## src/rtl/fpv_pkg.sv

```systemverilog
// shared types, constants and helpers for the flash program-verify classifier
`timescale 1ns / 1ps
package fpv_pkg;

  localparam int CHUNK_BYTES  = 32;
  localparam int LENGTH_WIDTH = 24;

  localparam int IDX_W     = (CHUNK_BYTES > 1) ? $clog2(CHUNK_BYTES) : 1;
  localparam int POS_W     = $clog2(CHUNK_BYTES + 1);
  localparam int RUN_W     = LENGTH_WIDTH + 1;
  localparam int ADDR_W    = 32;
  localparam int BCOUNT_W  = 25;
  localparam int BITS_W    = 9;
  localparam int BYTE_W    = 8;
  localparam int CMP_W     = (BCOUNT_W > RUN_W) ? BCOUNT_W : RUN_W;
  localparam int OUT_DATA_W = 56;

  typedef enum logic [1:0] {
    CMD_COMPARE = 2'd0,
    CMD_REREAD  = 2'd1,
    CMD_FAIL    = 2'd2,
    CMD_START   = 2'd3
  } cmd_t;

  typedef enum logic [1:0] {
    ST_OK       = 2'd0,
    ST_READ_ERR = 2'd1,
    ST_MISMATCH = 2'd2
  } status_t;

  typedef enum logic [1:0] {
    PH_IDLE   = 2'd0,
    PH_READ   = 2'd1,
    PH_REREAD = 2'd2
  } phase_t;

  typedef enum logic {
    REG_START_ADDR = 1'b0,
    REG_BYTE_COUNT = 1'b1
  } reg_idx_t;

  typedef struct packed {
    logic              we;
    logic [IDX_W-1:0]  idx;
    logic [BYTE_W-1:0] obs;
    logic [BYTE_W-1:0] exp;
  } store_wr_t;

  typedef struct packed {
    status_t           status;
    logic [ADDR_W-1:0] mismatch_address;
    logic [BITS_W-1:0] stuck_one_bits;
    logic [BITS_W-1:0] stuck_zero_bits;
    logic              reread_ok;
    logic              stable;
    logic              reread_good;
  } result_t;

  function automatic logic [3:0] pop8(input logic [BYTE_W-1:0] v);
    logic [3:0] n;
    n = '0;
    for (int b = 0; b < BYTE_W; b++) begin
      n = n + 4'(v[b]);
    end
    return n;
  endfunction

endpackage

```

## src/rtl/flash_program_verify_classifier.sv

```systemverilog
// top level: flash program-verify classifier with register port and item streams
// latency: a result is presented on out_tvalid the cycle after the item that causes it
// throughput: one item per cycle while in_tready is high; compare, reread and bookkeeping finish in a single pass
// a two-entry result buffer keeps input flowing while a result waits; in_tready drops only
// when both entries are full
// reset (rst_n low, synchronous): run idle, counters and buffer cleared, registers zero
`timescale 1ns / 1ps
module flash_program_verify_classifier
  import fpv_pkg::*;
(
  input  logic                  clk,
  input  logic                  rst_n,
  input  logic                  psel,
  input  logic                  penable,
  input  logic                  pwrite,
  input  logic [2:0]            paddr,
  input  logic [31:0]           pwdata,
  output logic [31:0]           prdata,
  output logic                  pready,
  input  logic                  in_tvalid,
  output logic                  in_tready,
  input  logic [15:0]           in_tdata,  // observed_byte, expected_byte
  input  logic [1:0]            in_tuser,  // command
  output logic                  out_tvalid,
  input  logic                  out_tready,
  // mismatch_address, stuck_one_bits, stuck_zero_bits, reread_ok, stable,
  // reread_good
  output logic [OUT_DATA_W-1:0] out_tdata,
  output logic [1:0]            out_tuser  // status
);

  logic [ADDR_W-1:0]   start_addr_r;
  logic [BCOUNT_W-1:0] byte_count_r;
  logic                cfg_wr;
  reg_idx_t            reg_sel;
  logic                item_acc;
  store_wr_t           store_wr;
  logic [IDX_W-1:0]    rd_idx;
  logic [BYTE_W-1:0]   rd_obs;
  logic [BYTE_W-1:0]   rd_exp;
  logic                res_valid;
  result_t             res;
  result_t             head;
  phase_t              phase;

  assign pready  = 1'b1;
  assign cfg_wr  = psel & penable & pwrite & pready;
  assign reg_sel = reg_idx_t'(paddr[2]);

  always_comb begin
    unique case (reg_sel)
      REG_START_ADDR: prdata = start_addr_r;
      REG_BYTE_COUNT: prdata = 32'(byte_count_r);
      default:        prdata = '0;
    endcase
  end

  always_ff @(posedge clk) begin
    if (!rst_n) begin
      start_addr_r <= '0;
      byte_count_r <= '0;
    end else if (cfg_wr) begin
      if (reg_sel == REG_START_ADDR) begin
        start_addr_r <= pwdata;
      end else begin
        byte_count_r <= pwdata[BCOUNT_W-1:0];
      end
    end
  end

  assign item_acc = in_tvalid & in_tready;

  fpv_ctrl u_ctrl (
    .clk           (clk),
    .rst_n         (rst_n),
    .item_valid    (item_acc),
    .cmd           (cmd_t'(in_tuser)),
    .obs           (in_tdata[7:0]),
    .exp           (in_tdata[15:8]),
    .start_address (start_addr_r),
    .byte_count    (byte_count_r),
    .rd_obs        (rd_obs),
    .rd_exp        (rd_exp),
    .store_wr      (store_wr),
    .rd_idx        (rd_idx),
    .res_valid     (res_valid),
    .res           (res),
    .phase         (phase)
  );

  fpv_chunk_store u_store (
    .clk    (clk),
    .wr     (store_wr),
    .rd_idx (rd_idx),
    .rd_obs (rd_obs),
    .rd_exp (rd_exp)
  );

  fpv_out_buf u_out_buf (
    .clk        (clk),
    .rst_n      (rst_n),
    .push       (res_valid),
    .push_data  (res),
    .can_accept (in_tready),
    .out_valid  (out_tvalid),
    .out_ready  (out_tready),
    .out_data   (head)
  );

  assign out_tuser = head.status;
  assign out_tdata = {3'b000, head.reread_good, head.stable, head.reread_ok,
                      head.stuck_zero_bits, head.stuck_one_bits, head.mismatch_address};

  a_quiet_fields: assert property (@(posedge clk) disable iff (!rst_n)
    out_tvalid && (head.status != ST_MISMATCH) |-> out_tdata == '0)
    else $error("non-mismatch result carries payload");

  a_flags_need_reread: assert property (@(posedge clk) disable iff (!rst_n)
    out_tvalid && (head.stable || head.reread_good) |-> head.reread_ok)
    else $error("reread flag set without completed reread");

  a_no_idle_to_reread: assert property (@(posedge clk) disable iff (!rst_n)
    phase == PH_IDLE |=> phase != PH_REREAD)
    else $error("reread entered from idle");

  a_stall_only_when_full: assert property (@(posedge clk) disable iff (!rst_n)
    !in_tready |-> out_tvalid)
    else $error("input stalled with empty result buffer");

endmodule

```

## src/rtl/fpv_chunk_store.sv

```systemverilog
// per-chunk store of first-read and expected bytes
`timescale 1ns / 1ps
module fpv_chunk_store
  import fpv_pkg::*;
(
  input  logic              clk,
  input  store_wr_t         wr,
  input  logic [IDX_W-1:0]  rd_idx,
  output logic [BYTE_W-1:0] rd_obs,
  output logic [BYTE_W-1:0] rd_exp
);

  logic [BYTE_W-1:0] obs_mem [CHUNK_BYTES];
  logic [BYTE_W-1:0] exp_mem [CHUNK_BYTES];
  logic [BYTE_W-1:0] rd_obs_r;
  logic [BYTE_W-1:0] rd_exp_r;
  logic              fwd;

  assign fwd = wr.we && (wr.idx == rd_idx);

  always_ff @(posedge clk) begin
    if (wr.we) begin
      obs_mem[wr.idx] <= wr.obs;
      exp_mem[wr.idx] <= wr.exp;
    end
  end

  // registered read; a write to the same entry passes straight through
  always_ff @(posedge clk) begin
    rd_obs_r <= fwd ? wr.obs : obs_mem[rd_idx];
    rd_exp_r <= fwd ? wr.exp : exp_mem[rd_idx];
  end

  assign rd_obs = rd_obs_r;
  assign rd_exp = rd_exp_r;

endmodule

```

## src/rtl/fpv_ctrl.sv

```systemverilog
// run and chunk sequencing, compare, bit counting and result build
`timescale 1ns / 1ps
module fpv_ctrl
  import fpv_pkg::*;
(
  input  logic                clk,
  input  logic                rst_n,
  input  logic                item_valid,
  input  cmd_t                cmd,
  input  logic [BYTE_W-1:0]   obs,
  input  logic [BYTE_W-1:0]   exp,
  input  logic [ADDR_W-1:0]   start_address,
  input  logic [BCOUNT_W-1:0] byte_count,
  input  logic [BYTE_W-1:0]   rd_obs,
  input  logic [BYTE_W-1:0]   rd_exp,
  output store_wr_t           store_wr,
  output logic [IDX_W-1:0]    rd_idx,
  output logic                res_valid,
  output result_t             res,
  output phase_t              phase
);

  phase_t            phase_r, phase_nxt;
  logic [IDX_W-1:0]  pos_r, pos_nxt;
  logic [RUN_W-1:0]  remain_r, remain_nxt;
  logic [ADDR_W-1:0] chunk_addr_r, chunk_addr_nxt;
  logic              mis_r, mis_nxt;
  logic [IDX_W-1:0]  first_r, first_nxt;
  logic [BITS_W-1:0] miss_r, miss_nxt;
  logic [BITS_W-1:0] extra_r, extra_nxt;
  logic              stable_r, stable_nxt;
  logic              match_r, match_nxt;

  logic [POS_W-1:0]  pos_inc;
  logic [POS_W-1:0]  chunk_len;
  logic              chunk_end;
  logic              lim_hit;
  logic [RUN_W-1:0]  run_len;
  logic              mis_upd;
  logic [RUN_W-1:0]  remain_after;
  logic              stable_upd;
  logic              match_upd;
  result_t           full_res;

  assign pos_inc   = POS_W'(pos_r) + POS_W'(1);
  assign chunk_len = (remain_r >= RUN_W'(CHUNK_BYTES)) ? POS_W'(CHUNK_BYTES)
                                                       : POS_W'(remain_r);
  assign chunk_end = (pos_inc >= chunk_len);
  assign lim_hit   = CMP_W'(byte_count) > (CMP_W'(1) << LENGTH_WIDTH);
  assign run_len   = lim_hit ? (RUN_W'(1) << LENGTH_WIDTH) : RUN_W'(byte_count);
  assign mis_upd   = mis_r | (obs != exp);
  assign remain_after = remain_r - RUN_W'(chunk_len);
  assign stable_upd = stable_r & (obs == rd_obs);
  assign match_upd  = match_r & (obs == rd_exp);
  // store read data is registered, so it is addressed with the next position
  assign rd_idx     = pos_nxt;
  assign phase      = phase_r;

  always_comb begin
    full_res                   = '0;
    full_res.status            = ST_MISMATCH;
    full_res.mismatch_address  = chunk_addr_r + ADDR_W'(first_r);
    full_res.stuck_one_bits    = miss_r;
    full_res.stuck_zero_bits   = extra_r;
  end

  // next phase
  always_comb begin
    phase_nxt = phase_r;
    if (item_valid) begin
      unique case (cmd)
        CMD_START: begin
          phase_nxt = (run_len == '0) ? PH_IDLE : PH_READ;
        end
        CMD_FAIL: begin
          phase_nxt = PH_IDLE;
        end
        CMD_COMPARE: begin
          if (phase_r == PH_READ && chunk_end) begin
            if (mis_upd) begin
              phase_nxt = PH_REREAD;
            end else if (remain_after == '0) begin
              phase_nxt = PH_IDLE;
            end
          end
        end
        CMD_REREAD: begin
          if (phase_r == PH_REREAD && chunk_end) begin
            phase_nxt = PH_IDLE;
          end
        end
        default: phase_nxt = phase_r;
      endcase
    end
  end

  // datapath and result
  always_comb begin
    pos_nxt        = pos_r;
    remain_nxt     = remain_r;
    chunk_addr_nxt = chunk_addr_r;
    mis_nxt        = mis_r;
    first_nxt      = first_r;
    miss_nxt       = miss_r;
    extra_nxt      = extra_r;
    stable_nxt     = stable_r;
    match_nxt      = match_r;
    store_wr       = '0;
    res_valid      = 1'b0;
    res            = '0;
    if (item_valid) begin
      case (cmd)
        CMD_START: begin
          chunk_addr_nxt = start_address;
          remain_nxt     = run_len;
          pos_nxt        = '0;
          mis_nxt        = 1'b0;
          first_nxt      = '0;
          miss_nxt       = '0;
          extra_nxt      = '0;
          stable_nxt     = 1'b1;
          match_nxt      = 1'b1;
          if (run_len == '0) begin
            res_valid  = 1'b1;
            res.status = ST_OK;
          end
        end
        CMD_FAIL: begin
          if (phase_r == PH_READ) begin
            res_valid  = 1'b1;
            res.status = ST_READ_ERR;
          end else if (phase_r == PH_REREAD) begin
            res_valid = 1'b1;
            res       = full_res;
          end
        end
        CMD_COMPARE: begin
          if (phase_r == PH_READ) begin
            store_wr.we  = 1'b1;
            store_wr.idx = pos_r;
            store_wr.obs = obs;
            store_wr.exp = exp;
            mis_nxt      = mis_upd;
            if (!mis_r && (obs != exp)) begin
              first_nxt = pos_r;
            end
            miss_nxt  = miss_r + BITS_W'(pop8(obs & ~exp));
            extra_nxt = extra_r + BITS_W'(pop8(exp & ~obs));
            pos_nxt   = IDX_W'(pos_inc);
            if (chunk_end) begin
              pos_nxt    = '0;
              stable_nxt = 1'b1;
              match_nxt  = 1'b1;
              if (!mis_upd) begin
                chunk_addr_nxt = chunk_addr_r + ADDR_W'(chunk_len);
                remain_nxt     = remain_after;
                mis_nxt        = 1'b0;
                first_nxt      = '0;
                miss_nxt       = '0;
                extra_nxt      = '0;
                if (remain_after == '0) begin
                  res_valid  = 1'b1;
                  res.status = ST_OK;
                end
              end
            end
          end
        end
        default: begin
          if (phase_r == PH_REREAD) begin
            stable_nxt = stable_upd;
            match_nxt  = match_upd;
            pos_nxt    = IDX_W'(pos_inc);
            if (chunk_end) begin
              pos_nxt   = '0;
              res_valid = 1'b1;
              res       = full_res;
              res.reread_ok   = 1'b1;
              res.stable      = stable_upd;
              res.reread_good = match_upd;
            end
          end
        end
      endcase
    end
  end

  always_ff @(posedge clk) begin
    if (!rst_n) begin
      phase_r      <= PH_IDLE;
      pos_r        <= '0;
      remain_r     <= '0;
      chunk_addr_r <= '0;
      mis_r        <= 1'b0;
      first_r      <= '0;
      miss_r       <= '0;
      extra_r      <= '0;
      stable_r     <= 1'b1;
      match_r      <= 1'b1;
    end else begin
      phase_r      <= phase_nxt;
      pos_r        <= pos_nxt;
      remain_r     <= remain_nxt;
      chunk_addr_r <= chunk_addr_nxt;
      mis_r        <= mis_nxt;
      first_r      <= first_nxt;
      miss_r       <= miss_nxt;
      extra_r      <= extra_nxt;
      stable_r     <= stable_nxt;
      match_r      <= match_nxt;
    end
  end

endmodule

```

## src/rtl/fpv_out_buf.sv

```systemverilog
// two-entry result buffer between the classifier and the result channel
`timescale 1ns / 1ps
module fpv_out_buf
  import fpv_pkg::*;
(
  input  logic    clk,
  input  logic    rst_n,
  input  logic    push,
  input  result_t push_data,
  output logic    can_accept,
  output logic    out_valid,
  input  logic    out_ready,
  output result_t out_data
);

  result_t    slot0_r;
  result_t    slot1_r;
  logic       wr_ptr_r, wr_ptr_nxt;
  logic       rd_ptr_r, rd_ptr_nxt;
  logic [1:0] count_r, count_nxt;
  logic       pop;

  assign can_accept = (count_r != 2'd2);
  assign out_valid  = (count_r != 2'd0);
  assign out_data   = rd_ptr_r ? slot1_r : slot0_r;
  assign pop        = out_valid & out_ready;

  always_comb begin
    wr_ptr_nxt = push ? ~wr_ptr_r : wr_ptr_r;
    rd_ptr_nxt = pop ? ~rd_ptr_r : rd_ptr_r;
    count_nxt  = count_r + 2'(push) - 2'(pop);
  end

  always_ff @(posedge clk) begin
    if (push) begin
      if (wr_ptr_r) begin
        slot1_r <= push_data;
      end else begin
        slot0_r <= push_data;
      end
    end
  end

  always_ff @(posedge clk) begin
    if (!rst_n) begin
      wr_ptr_r <= 1'b0;
      rd_ptr_r <= 1'b0;
      count_r  <= 2'd0;
    end else begin
      wr_ptr_r <= wr_ptr_nxt;
      rd_ptr_r <= rd_ptr_nxt;
      count_r  <= count_nxt;
    end
  end

endmodule

```

## config.mk

```make
export PLATFORM = sky130hd
export DESIGN_NAME = flash_program_verify_classifier
export DESIGN_NICKNAME = d
export VERILOG_FILES = /design/src/rtl/fpv_pkg.sv /design/src/rtl/flash_program_verify_classifier.sv /design/src/rtl/fpv_chunk_store.sv /design/src/rtl/fpv_ctrl.sv /design/src/rtl/fpv_out_buf.sv
export SDC_FILE = /design/constraint.sdc
export NUM_CORES = 1
export LEC_CHECK = 0
export BUFFER_PORTS_ARGS = -buffer_cell sky130_fd_sc_hd__buf_2
export CAP_MARGIN = 20
export CORE_MARGIN = 4
export CORE_UTILIZATION = 42
export CTS_CLUSTER_DIAMETER = 60
export DETAILED_ROUTE_END_ITERATION = 8
export PLACE_DENSITY_LB_ADDON = 0.3
export SYNTH_ARGS = -nofsm -noshare
export SYNTH_HDL_FRONTEND = slang
export SYNTH_HIERARCHICAL = 1
export SYNTH_SLANG_ARGS = --single-unit
```

## constraint.sdc

```tcl
create_clock -name clk -period 15.9 [get_ports clk]
set_input_delay 1.59 -clock clk [delete_from_list [all_inputs] [get_ports clk]]
set_output_delay 1.59 -clock clk [all_outputs]
set_load 0.01 [all_outputs]
```

==> run_results.csv <==
group,metric,value,unit
timing,skew,0.0484,ns
clocking,cts-hold-fix-buffers,0,
global_route,grt_first_pass_wirelength,126000,µm
global_route,overflow,0,
synth,syn_area,35100,µm²
placement,hpwl,52500,µm
worst_setup_path,crit_type,"reg2reg",
synth,synth_edf_count,622,
worst_setup_path,crit_fanout,49,
global_route,grt_usage,18.0,%
synth,avgSynthCellArea,13.2,µm²
floorplan,dieArea,88300,µm²
worst_setup_path,slowest_stage,"nand2b_2",
route,final_antenna_net_count,0,
synth,synth_fa_ha_area_share,2.71,%
synth,ys_async_sr_fraction,0,%
route,routedWlPerCell,21.1,µm
placement,gp_congestion,0.886,
clocking,cts.sinks,778,
synth,synth_cells,2657,
timing,relSlewSlack,26.2,%
clocking,cts_buffers,80,
route,firstDrtPassIters,5,
worst_setup_path,path_cells,"nor4_1 > nand2_1 > or2_2 > inv_1 > and2_1 > ha_1 > nand2b_1 > a2111o_1 > a31o_2 > a21o_1 > a21o_1 > nand2b_2 > nand2_1 > nor2_1",
clocking,cts_resized,0,
synth,synth_simple_gate_area_share,9.59,%
synth,synth_xor_area_share,1.54,%
synth,ys_seq_elements,778,
synth,synth.distinct_cells,89,
synth,synth_top_flop_cell,"edfxtp_1",
clocking,clk_pin_slew,0.06,ns
worst_setup_path,crit_required,16.45,ns
floorplan,row_count,105,
cells_and_area,layout.nets,2900,
worst_setup_path,critPathArrivalTime,6.47,ns
timing,rsz0062_at_grt,"false",
clocking,clock_path_buffers,3,
cells_and_area,fill_cells,7103,
clocking,cts_tree,"built",
route,finalWirelength,82500,µm
timing,finalCriticalPeriod,5.92,ns
synth,synth_compound_area_share,8.13,%
power,leakage,12.5,nW
synth,ys_warn_count,6,
timing,maxSlewViolCount,0,
clocking,htree_levels,3,
timing,tightest_slew,1.11,ns
floorplan,die_h,297,µm
cells_and_area,area_growth,13.2,%
synth,synth_top_family_by_area,"multiplexers",
cells_and_area,final-seq-area,21800,µm²
global_route,grt_pass1_vias,21420,
timing,period_share,37.2,%
global_route,antenna_found_initial,0,
power,p_per_area,118,nW/µm²
cells_and_area,multiInputGateArea,12100,µm²
global_route,grt_max_degree,136,
worst_setup_path,critPathCaptureType,"register",
clocking,postCtsSetupRepairBufs,0,
route,drc,0,
worst_setup_path,start_kind,"register",
outcome,outcome,"completed",
hold_path,hold_path.class,"reg2reg",
timing,finalHoldViolations,0,
power,vdd_ir_drop_max,0.0000951,V
route,viasPerCell,5.58,
synth,ys_seq_area_share,62.1,%
worst_setup_path,cpPeakStageDelay,0.84,ns
synth,muxShareOfSynthArea,12.2,%
route,via_count,21829,
floorplan,io_pins,153,
timing,clock.fmax,0.169,GHz
floorplan,initial_core_util,42.6,%
placement,place.port_buffers,146,
clocking,cts-root-buf,"clkbuf_16",
cells_and_area,drive_gt1_share,16.7,%
clocking,clock_latency,0.64,ns
route,detail_route.iter0.violations,1579,
floorplan,core-area,82500,µm²
cells_and_area,final_util,48.2,%
timing,final.setup.tns,0,ns
run,max_cap_viol_count,0,
timing,setup_viol,0,
floorplan,dieWidth,297,µm
==> metrics by stage <==
step / power (mW) / cells / hold WS (ns) / area (µm²) / setup slack [ns]
after floorplan: 2.66 / 2659 / 0.440 / 35100 / 9.72
after global placement: 2.80 / 3738 / 0.458 / 36500 / 10.16
after detailed placement: 2.81 / 3742 / 0.466 / 36600 / 10.06
after CTS: 4.75 / 3891 / 0.474 / 39400 / 10.04
after global routing: 4.89 / 3908 / 0.500 / 39800 / 9.56
final: 4.71 / 3909 / 0.475 / 39800 / 9.98
==> path summary, 6_finish.rpt <==
kind / from / endpoint / slack [ns] / cells after the start
setup / recovery: u_ctrl/remain_r[21] / u_ctrl/miss_r[8] / 9.98 / 14
hold / removal: start_addr_r[9] / start_addr_r[9] / 0.47 / 2
setup reg to reg: u_ctrl/remain_r[21] / u_ctrl/miss_r[8] / 9.98 / 14
hold reg to reg: start_addr_r[9] / start_addr_r[9] / 0.47 / 2
==> critical path: cells and delay by family (launching register included) <==
kind / cells / cell delay, ns
compound gates: 4 / 1.24
fa+ha+maj: 1 / 0.23
simple gates: 8 / 3.62
flops: 1 / 0.36
buf+inv: 1 / 0.36
==> kinds of logic after synthesis <==
kind of cell	count (synthesis)
DFF	778
and+or+nand+nor	682
AOI/OAI and AO/OA	420
muxes	408
buffers and inverters	237
adders and majority gates	69
xor gates and xnor gates	60
other	3
==> synthesized netlist by cell type, types with 10 or more instances <==
cell      number  area (µm²)
nor3_1        47         235
nor4_1        20         125
nand4_1       30         188
or3_1         17         106
xor2_1        34         298
and2_1        53         332
a21oi_1      113         566
nor2b_1       27         169
clkbuf_1      76         285
a211oi_1      18         135
fa_1          12         240
nand2b_1      10        62.6
ha_1          57         713
a22o_1        33         289
mux2i_1      326        3260
mux2_2        53         597
buf_2         32         160
inv_1         71         267
edfxtp_1     622       18700
o21ai_0       73         365
a22oi_1       66         495
a221oi_1      13         114
a31oi_1       27         169
dfxtp_1      156        3120
buf_4         24         180
buf_6         18         203
nand3_1       54         270
and3_1        15        93.8
nand2_1      215         807
nor2_1       148         556
xnor2_1       25         219
mux2_4        29         435
==> layer usage <==
metal  wire length (µm)  track usage [%]  vias to the layer above
li1                   -                -                    10163
met1              36500             24.9                    10893
met2              39800             29.8                      643
met3               4520             2.79                      130
met4               1700             4.44                        0
met5                  0                0                        -
==> layout by cell type (no fill, tap or decap), types with 9 or more instances in the layout <==
cell type and count:
buf_4 27, edfxtp_1 622, xor2_1 34, clkbuf_16 86, nand2_1 215, dfxtp_1 154, and3_1 15, ha_1 56
o21ai_0 73, a21oi_1 113, mux2_4 29, nor2b_1 23, nor2_2 24, buf_2 145, fa_1 12, bufinv_16 11
a221oi_1 13, and2_1 51, or3_1 17, o21a_1 9, a211oi_1 18, nand3_1 54, clkinv_1 13, a22oi_1 66
clkinv_2 14, nor4_1 20, buf_16 12, nand2b_1 9, a31oi_1 27, nor3_1 47, a22o_1 33, clkbuf_1 11
mux2_2 53, nor2_1 124, inv_1 71, o221a_2 9, nand4_1 30, xnor2_1 25, mux2i_1 326
==> final cells by class <==
type / instances / area share (%)
clock inverters: 55 / 1.69
multi-input cells: 1644 / 30.5
inverters: 73 / 0.689
repair buffers: 194 / 3.67
flip-flops and latches: 778 / 54.8
well taps: 1070 / 3.37
diodes: 1 / 0.00629
clock buffers: 94 / 5.27
==> state kept, by name, indices dropped and copies added, names as in the netlist, named ones only <==
| register | flops |
|---|---|
| start_addr_r | 32 |
| u_ctrl/mis_r | 1 |
| u_out_buf/count_r | 2 |
| u_ctrl/pos_r | 5 |
| u_ctrl/match_r | 1 |
| u_store/exp_mem | 256 |
| u_ctrl/extra_r | 9 |
| u_ctrl/remain_r | 25 |
| u_ctrl/phase | 2 |
| u_ctrl/miss_r | 9 |
| u_out_buf/slot1_r | 55 |
| u_store/obs_mem | 256 |
| byte_count_r | 25 |
| u_out_buf/wr_ptr_r | 1 |
| u_out_buf/rd_ptr_r | 1 |
| u_ctrl/stable_r | 1 |
| u_out_buf/slot0_r | 55 |
| u_ctrl/first_r | 5 |
| u_ctrl/chunk_addr_r | 32 |
==> report_power, final <==
group / internal, mW / switching [mW]
sequential: 2.20 / 0.0328
combinational: 0.214 / 0.323
clock: 1.14 / 0.800
total: 3.55 / 1.16
Note: power is estimated with default switching activity, not from simulation.
